===== src/hdl/dws_pkg.sv =====
// Shared types, register codes and defaults for the diamond window sum unit.
package dws_pkg;

	localparam int MAX_ROWS_DEF = 256;
	localparam int MAX_COLS_DEF = 256;
	localparam int MAX_TIES_DEF = 64;

	localparam int CFG_W   = 9;
	localparam int CFG_IDX = 2;
	localparam int SUM_W   = 32;
	localparam int TIE_W   = 17;
	localparam int POS_W   = 9;
	localparam int CELL_W  = 16;
	localparam int RAD_W   = 8;

	localparam logic [TIE_W-1:0] TIE_SAT = 17'd65536;

	localparam logic [CFG_IDX-1:0] REG_ROWS   = 2'd0;
	localparam logic [CFG_IDX-1:0] REG_COLS   = 2'd1;
	localparam logic [CFG_IDX-1:0] REG_RADIUS = 2'd2;

	typedef enum logic [3:0] {
		S_LOAD,
		S_POS,
		S_ROW,
		S_COL,
		S_DRAIN1,
		S_DRAIN2,
		S_VISIT,
		S_OUT_RD,
		S_OUT_SHOW
	} state_t;

	typedef struct packed {
		logic loading;
		logic pos_start;
		logic row_eval;
		logic col_issue;
		logic dr_next;
		logic visit;
		logic pos_next;
		logic out_start;
		logic out_read;
		logic out_next;
		logic finish;
	} cmd_t;

	typedef struct packed {
		logic last_acc;
		logic row_ok;
		logic dr_last;
		logic col_last;
		logic grid_last;
		logic out_taken;
		logic out_last;
	} sts_t;

endpackage


===== src/hdl/dws_ctrl.sv =====
// Controller state machine sequencing load, window search and result output.
module dws_ctrl (
	input  logic          clk,
	input  logic          arst_n,
	input  dws_pkg::sts_t sts,
	output dws_pkg::cmd_t cmd
);

	dws_pkg::state_t state_q, state_d;

	always_ff @(posedge clk or negedge arst_n) begin
		if (!arst_n) begin
			state_q <= dws_pkg::S_LOAD;
		end else begin
			state_q <= state_d;
		end
	end

	always_comb begin
		state_d = state_q;
		unique case (state_q)
			dws_pkg::S_LOAD: begin
				if (sts.last_acc) state_d = dws_pkg::S_POS;
			end
			dws_pkg::S_POS: state_d = dws_pkg::S_ROW;
			dws_pkg::S_ROW: begin
				if (sts.row_ok) state_d = dws_pkg::S_COL;
				else if (sts.dr_last) state_d = dws_pkg::S_DRAIN1;
			end
			dws_pkg::S_COL: begin
				if (sts.col_last) begin
					state_d = sts.dr_last ? dws_pkg::S_DRAIN1 : dws_pkg::S_ROW;
				end
			end
			dws_pkg::S_DRAIN1: state_d = dws_pkg::S_DRAIN2;
			dws_pkg::S_DRAIN2: state_d = dws_pkg::S_VISIT;
			dws_pkg::S_VISIT: begin
				state_d = sts.grid_last ? dws_pkg::S_OUT_RD : dws_pkg::S_POS;
			end
			dws_pkg::S_OUT_RD: state_d = dws_pkg::S_OUT_SHOW;
			dws_pkg::S_OUT_SHOW: begin
				if (sts.out_taken) begin
					state_d = sts.out_last ? dws_pkg::S_LOAD : dws_pkg::S_OUT_RD;
				end
			end
			default: state_d = dws_pkg::S_LOAD;
		endcase
	end

	always_comb begin
		cmd = '0;
		unique case (state_q)
			dws_pkg::S_LOAD: cmd.loading = 1'b1;
			dws_pkg::S_POS: cmd.pos_start = 1'b1;
			dws_pkg::S_ROW: begin
				cmd.row_eval = sts.row_ok;
				cmd.dr_next  = !sts.row_ok;
			end
			dws_pkg::S_COL: begin
				cmd.col_issue = 1'b1;
				cmd.dr_next   = sts.col_last;
			end
			dws_pkg::S_DRAIN1, dws_pkg::S_DRAIN2: begin
			end
			dws_pkg::S_VISIT: begin
				cmd.visit     = 1'b1;
				cmd.pos_next  = !sts.grid_last;
				cmd.out_start = sts.grid_last;
			end
			dws_pkg::S_OUT_RD: cmd.out_read = 1'b1;
			dws_pkg::S_OUT_SHOW: begin
				cmd.finish   = sts.out_taken && sts.out_last;
				cmd.out_next = sts.out_taken && !sts.out_last;
			end
			default: cmd = '0;
		endcase
	end

endmodule


===== config.mk =====
export PLATFORM = sky130hd
export DESIGN_NAME = dws_ctrl
export DESIGN_NICKNAME = d
export VERILOG_FILES = /design/src/hdl/dws_pkg.sv /design/src/hdl/dws_ctrl.sv
export SDC_FILE = /design/constraint.sdc
export NUM_CORES = 1
export LEC_CHECK = 0
export ABC_AREA = 1
export BUFFER_PORTS_ARGS = -buffer_cell sky130_fd_sc_hd__buf_2
export CAP_MARGIN = 20
export CELL_PAD_IN_SITES_DETAIL_PLACEMENT = 1
export CELL_PAD_IN_SITES_GLOBAL_PLACEMENT = 2
export CORE_MARGIN = 5
export CORE_UTILIZATION = 19
export DETAILED_ROUTE_END_ITERATION = 10
export PLACE_DENSITY = 0.82
export SYNTH_ARGS = -nofsm -noshare
export SYNTH_HDL_FRONTEND = slang
export SYNTH_SLANG_ARGS = --single-unit

===== constraint.sdc =====
create_clock -name clk -period 1.5 [get_ports clk]
set_input_delay 0.3 -clock clk [delete_from_list [all_inputs] [get_ports clk]]
set_output_delay 0.3 -clock clk [all_outputs]
set_load 0.1 [all_outputs]

== Word-level counts from Yosys, hierarchy flattened ==
Cells that the tools add are included.
W data, S select, Z words.

* Bits in registers: 4
* Input bits: 9
* Logic and storage cells: 37

* Equal/unequal tests: 12
* Muxes and demuxes: 17
* Reduce and logical (&&, ||, !) cells: 7

{| class="wikitable"
|+ Operator list
! cell !! count
|-
| $pmux W4 S9 || 1
|-
| $mux W4 || 5
|-
| $eq A4 B3 Y1 const B || 4
|-
| $mux W3 || 4
|-
| $eq A4 B2 Y1 const B || 2
|-
| $ne A2 B2 Y1 const B || 3
|-
| $mux W1 || 5
|-
| $eq A4 B1 Y1 const B || 1
|-
| $eq A4 B4 Y1 const B || 1
|-
| $logic_not A4 Y1 || 1
|-
| $reduce_and A4 Y1 || 1
|-
| $logic_not A1 Y1 || 3
|-
| $ne A3 B3 Y1 const B || 1
|-
| $logic_and A1 B1 Y1 || 2
|-
| $mux W2 || 1
|-
| $pmux W1 S2 || 1
|}

== Logic depth before layout (Yosys ltp) ==
Gate-level depths: netlist of the first run.

* Depth in word-level cells: 3
* Depth in mapped cells: 8

== Worst setup path after synthesis of the first run ==
Ideal clock, no wire load.

* Path type: reg-to-output
* Start: register state_q[3]
* End: output cmd[6] (netlist bit)
* Arrival time: 2.848 ns
* Required time: 1.200 ns
* Path slack: -1.648 ns
* Stages on the path, launching flop included: 4
* Cell sequence: dfrtp_1 > nor2_2 > nand2_1 > o21ai_0

{| class="wikitable"
|+ RTL lines
! element !! RTL line !! text
|-
| start: declaration || dws_ctrl.sv:9 || <nowiki>dws_pkg::state_t state_q, state_d;</nowiki>
|-
| start signal: assignment || dws_ctrl.sv:13 || <nowiki>state_q <= dws_pkg::S_LOAD;</nowiki>
|-
| start signal: assignment || dws_ctrl.sv:15 || <nowiki>state_q <= state_d;</nowiki>
|-
| end: declaration || dws_ctrl.sv:6 || <nowiki>output dws_pkg::cmd_t cmd</nowiki>
|}

==> out/metrics.yaml, run 1 <==
power_and_ir_drop:
  p_switching_mw: 1.077
  p_per_area_nw_per_um2: 2087
  comb_power_share: 0.805
  vdd_drop_max_uv: 1062
  finalPower_mw: 1.859
  p_seq_frac: 0.123
  leakage_nw: 0.4326
  internal_power_mw: 0.7820
  clock_power_share: 0.071
  swShare: 0.5793
yosys:
  ys_top_cells_by_area: "dfrtp_1, nand2_1, inv_1, nand3_1, nor2_1"
  ys_seq_area_frac: 0.2500
  ys_seq_elements: 4
  ys.flop_type: "dfrtp_1"
  postSynthAreaPerCell_um2: 5.639
  synth_cells: 71
  synth_cell_type_count: 12
  synth_nets: 80
  syn_area_um2: 400.4
  synth_largest_area_cell: "dfrtp_1"
  ys_warn_count: 0
  synth.top_cell.area_share: 0.2500
  async_flop_share: 1.000
  synth_common_cells: "nand2_1, inv_1, nor2_1"
  synth-edff-count: 0
  yosysMostFrequentCell: "nand2_1"
floorplanning:
  fp.dieW_um: 55.91
  fp-row-count: 16
  die_height_um: 55.91
  initial_core_util: 0.2020
  ioPinCount: 20
  coreArea_um2: 1982
  die_area_um2: 3125
cells_and_area:
  drive_gt1_frac: 0.5922
  largest_reg_flops: 4
  reg_top3: "state_q: 4 flops"
  top_register: "state_q"
  seqCellArea_um2: 105.1
  antenna_cells_inserted: 0
  fin_nets: 114
  multi_input_area_um2: 314.1
  stdcell_count: 130
  nFillCells: 254
  syn2layout_area_growth_pct: 122.5
critical_path:
  slowest_stage: "dfrtp_2"
  critical_path_required_ns: 1.20
  timing_worst_setup_path_type: "flip-flop to output pin"
  crit_chain: "nor2_4 -> nand2_2 -> o21ai_4 -> buf_12"
  cp-start-kind: "flip-flop"
  end_kind: "output pin"
  cp.arrival_ns: 1.36
  max_stage_delay_ns: 0.43
  critPathMaxFanout: 6
route:
  firstDrtPassIters: 2
  drc_errors: 0
  vias_per_cell: 4.262
  via_count: 554
  drt_iter0_markers: 2
  wl_per_cell_um: 11.57
  totalWireLength_mm: 1.504
  ant_nets: 0
run_status:
  status: "finished, violations left"
  violations: "negative setup slack"
grt:
  grt-ovfl-total: 0
  grt_use_total: 0.1049
  grt_max_degree: 7
  grt_pass1_vias: 586
  grt_pass1_wl_mm: 2.608
  antenna_found_initial: 0
timing:
  whs_ns: 0.3957
  min_period_over_period: 1.104
  slew_violations: 0
  setup_viol: 11
  max_freq_ghz: 0.6041
  period_minus_slack_ns: 1.655
  slew_headroom: 0.8695
  finClkSkew_ns: 0.001457
  rsz0062_at_grt: "true"
  worst_slew_pin_slew_ns: 0.1956
  hold_violations: 0
  worst_slack_ns: -0.1554
placed_design:
  placed_cells: 119
  pre_cts_slack_ns: 0.05942
  gp_congestion: 0.7842
  portBuffers: 19
  dp_hpwl_mm: 1.246
cts:
  clkTransAtPathRegs_ns: 0.04
  cts.sinks: 4
  cts_max_level: 1
  clk_path_buf_depth: 2
  cts_buffers: 3
  cts_tree: "built"
  clock_latency_ns: 0.23
  cts-root-buf: "clkbuf_4"
hold_path:
  min_path_type: "input pin to asynchronous set/reset pin"
job:
  cap_violations: 0
[through the flow]
step                instance area, µm²  TNS, ns    util
floorplan                        489.2  -0.3027       -
global placement                 798.3        0  0.4028
detailed placement               798.3        0  0.4028
CTS                              880.8   -1.204  0.4444
global route                     890.9   -1.754  0.4495
finish                           890.9  -0.9893  0.4495
[critical path, delay by kind of cell, from the launching register on]
family / cells / cell delay (ns)
compound gates: 1 / 0.18
flops: 1 / 0.43
simple gates: 2 / 0.31
buf+inv: 1 / 0.19
[cells by family after synthesis]
family	Yosys count	share of synthesized area
DFF	4	0.2500
and+or+nand+nor	50	0.5875
AOI/OAI and AO/OA	1	0.01249
buffers and inverters	16	0.1500
[power by group through the flow]
stage	logic (mW)	clock network (mW)	registers, mW
floorplan	0.945	0	0.219
global placement	1.37	0	0.226
detailed placement	1.39	0	0.233
CTS	1.50	0.140	0.231
global route	1.59	0.143	0.238
finish	1.50	0.133	0.229
[cell usage in the layout (no fill, tap or decap), types with 4 or more instances in the layout]
| cell type | n |
|---|---|
| nand2_1 | 17 |
| nor2_4 | 8 |
| buf_12 | 11 |
| inv_1 | 6 |
| inv_2 | 5 |
| nor2_1 | 7 |
| buf_2 | 8 |
| clkinvlp_4 | 4 |
| dfrtp_2 | 4 |
| buf_4 | 9 |
| nand3_1 | 7 |
[routing by layer]
metal,up-vias,GRT usage,share of wire
li1,281,-,-
met1,261,0.1120,0.38
met3,2,0.01160,0.030
met2,10,0.2010,0.57
met4,0,0.05085,0.015
met5,-,0,0
[what timing repair did]
action,4_1_cts,5_1_grt
hold buffers,1,0
gates resized for setup,4,2
buffers inserted,6,1
pin swaps,7,1
endpoints found under the setup margin,11,11
gates cloned,0,0
hold endpoints to repair,4,0
[cell type report]
class,count,share of cell area
Clock buffer,3,0.02528
Inverter,16,0.08708
Multi-Input combinational cell,51,0.3525
Sequential cell,4,0.1180
Tap cell,27,0.03792
Timing Repair Buffer,29,0.3792
[path summary, 6_finish.rpt]
check	slack (ns)	cells after the start	from	end
setup / recovery	-0.16	4	state_q[2]	cmd[6]
hold / removal	0.40	2	arst_n	state_q[1]
setup reg to reg	0.18	9	state_q[1]	state_q[1]
hold reg to reg	0.56	2	state_q[1]	state_q[1]
max in group asynchronous	0.98	2	arst_n	state_q[3]
min in group clk	0.43	4	sts[3]	state_q[0]
Power figures use the tool's default switching activity.
==> inputs of run 2 (changes only) <==
--- a/config.mk
+++ b/config.mk
@@ -14,6 +14,7 @@
 export CORE_UTILIZATION = 19
 export DETAILED_ROUTE_END_ITERATION = 10
 export PLACE_DENSITY = 0.82
+export SKIP_CTS_REPAIR_TIMING = 1
 export SYNTH_ARGS = -nofsm -noshare
 export SYNTH_HDL_FRONTEND = slang
 export SYNTH_SLANG_ARGS = --single-unit
==> constraint.sdc (replaced) <==
create_clock -name clk -period 1.8 [get_ports clk]
set_input_delay 0.36 -clock clk [delete_from_list [all_inputs] [get_ports clk]]
set_output_delay 0.36 -clock clk [all_outputs]
set_load 0.1 [all_outputs]
==> out/metrics.yaml, run 2 (synthesis results as in run 1) <==
timing:
  slew_violations: 0  # unchanged
  setup_viol: 0  # -11
  rsz0062_at_grt: "true"
  slew_headroom: 0.8755  # +0.005985
  min_period_over_period: 0.9601
  hold_violations: 0  # unchanged
  max_freq_ghz: 0.5786
  worst_slew_pin_slew_ns: 0.1866  # -0.008968 ns
  period_minus_slack_ns: 1.728
  finClkSkew_ns: 0.002736  # +0.001279 ns
floorplanning:
  coreArea_um2: 1982  # unchanged
  die_area_um2: 3125  # unchanged
  die_height_um: 55.91  # unchanged
  ioPinCount: 20  # unchanged
  fp.dieW_um: 55.91  # unchanged
  initial_core_util: 0.2020  # unchanged
  fp-row-count: 16  # unchanged
cells_and_area:
  stdcell_count: 121  # -6.9%
  nFillCells: 249  # -2.0%
  design_area_um2: 783.3  # -12%
  fin_nets: 105  # -7.9%
  seqCellArea_um2: 105.1  # unchanged
  top_register: "state_q"
  multi_input_area_um2: 291.5  # -7.2%
  syn2layout_area_growth_pct: 95.62
  drive_gt1_frac: 0.4468  # -0.1454
  layout_common_cells: "nand2_1, inv_1, buf_12"
  final_common_cell: "nand2_1"
  largest_reg_flops: 4  # unchanged
  reg_top3: "state_q: 4 flops"
  antenna_cells_inserted: 0  # unchanged
critical_path:
  critPathMaxFanout: 4  # -2
  critical_path_required_ns: 1.44  # +0.24 ns
  reg2reg_slack_ns: 0.53  # +0.35 ns
  timing_worst_setup_path_type: "flip-flop to output pin"
  cp.arrival_ns: 1.37  # about the same
  r2r-start: "state_q[0]"
  reg2reg_to: "state_q[2]"
  end_kind: "output pin"
  reg2reg_depth: 8  # -1
  cp-start-kind: "flip-flop"
power_and_ir_drop:
  p_switching_mw: 0.8507  # -21%
  clock_power_share: 0.081  # +0.010
  leakage_nw: 0.4196  # -3.0%
  p_seq_frac: 0.140  # +0.017
  comb_power_share: 0.779  # -0.026
  internal_power_mw: 0.5568  # -29%
  vdd_drop_max_uv: 1203  # +13%
  p_per_area_nw_per_um2: 1797  # -14%
  swShare: 0.6044  # +0.02507
grt:
  grt-ovfl-total: 0  # unchanged
  antenna_found_initial: 0  # unchanged
  grt_pass1_vias: 554  # -5.5%
  grt_max_degree: 8  # +1
  grt_pass1_wl_mm: 2.449  # -6.1%
  grt_use_total: 0.09819  # -0.006723
cts:
  clkTransAtPathRegs_ns: 0.04  # about the same
  cts.sinks: 4  # unchanged
  cts-root-buf: "clkbuf_4"
  cts_buffers: 3  # unchanged
  clk_path_buf_depth: 2  # unchanged
  clock_latency_ns: 0.24  # about the same
  cts_tree: "built"
  cts_max_level: 1  # unchanged
route:
  via_count: 518  # -6.5%
  drc_errors: 0  # unchanged
  ant_nets: 0  # unchanged
  vias_per_cell: 4.281  # +0.46%
  drt_iter0_markers: 12  # +10
  wl_per_cell_um: 11.54  # -0.28%
  totalWireLength_mm: 1.396  # -7.2%
  firstDrtPassIters: 4  # +2
job:
  cap_violations: 0  # unchanged
hold_path:
  min_path_type: "input pin to asynchronous set/reset pin"
placed_design:
  placed_cells: 117  # -1.7%
  portBuffers: 19  # unchanged
  gp_congestion: 0.7569  # -3.5%
  dp_hpwl_mm: 1.185  # -4.9%
  dpl_cell_area_um2: 725.7  # -9.1%
run_status:
  status: "complete, no violations"
==> run 2: changes by cell type in the layout (fill, tap and decap cells not counted), moves of 2 or more <==
cell        change
inv_1           +7
buf_4           -9
nand2_1         +2
clkinvlp_4      -4
inv_2           -2
==> run 2: routing by layer <==
metal	track usage	vias up	share of wire
met4	0.05085	0	0
met3	0.02088	0	0.037
li1	-	265	-
met2	0.1655	9	0.55
met1	0.1160	244	0.42
met5	0	-	0
==> run 2: worst max-delay path, stage by stage, from the launching register on <==
cell	delay (ns)
dfrtp_2	0.41
inv_1	0.09
nor2_2	0.15
nand3_2	0.16
nor2_4	0.14
buf_12	0.18
==> run 2: final cells by class <==
type | count | share of cell area
tap | 27 | 0.04313
timing repair buffer | 20 | 0.3450
multi-input combinational | 51 | 0.3722
clock buffer | 3 | 0.02875
inverter | 16 | 0.07668
sequential | 4 | 0.1342
==> run 2: worst max-delay path by stage <==
stage / end / slack [ns] / from / cells past startpoint
after floorplan: cmd[6] / -0.13 / state_q[3] / 3
after global placement: cmd[1] / 0.16 / state_q[0] / 4
after detailed placement: cmd[1] / 0.14 / state_q[0] / 4
after CTS: cmd[1] / -0.12 / state_q[0] / 4
after global routing: cmd[1] / -0.01 / state_q[3] / 5
final: cmd[1] / 0.07 / state_q[3] / 5
==> run 2: power groups by stage <==
stage | sequential, mW | clock [mW] | combinational [mW]
floorplan | 0.165 | 0 | 0.721
global placement | 0.173 | 0 | 1.06
detailed placement | 0.175 | 0 | 1.08
CTS | 0.174 | 0.119 | 1.08
global route | 0.203 | 0.124 | 1.17
finish | 0.197 | 0.114 | 1.10
==> run 2: through the flow <==
stage,setup slack (ns),hold WS [ns],setup TNS (ns),utilization,power [mW]
floorplan,-0.1299,0.06441,-0.1299,-,0.8859
global placement,0.1601,0.1652,0,0.3662,1.236
detailed placement,0.1387,0.1688,0,0.3662,1.253
CTS,-0.1175,-0.08710,-0.1341,0.3775,1.374
global route,-0.01257,0.4698,-0.01257,0.3952,1.492
finish,0.07177,0.4524,0,0.3952,1.407
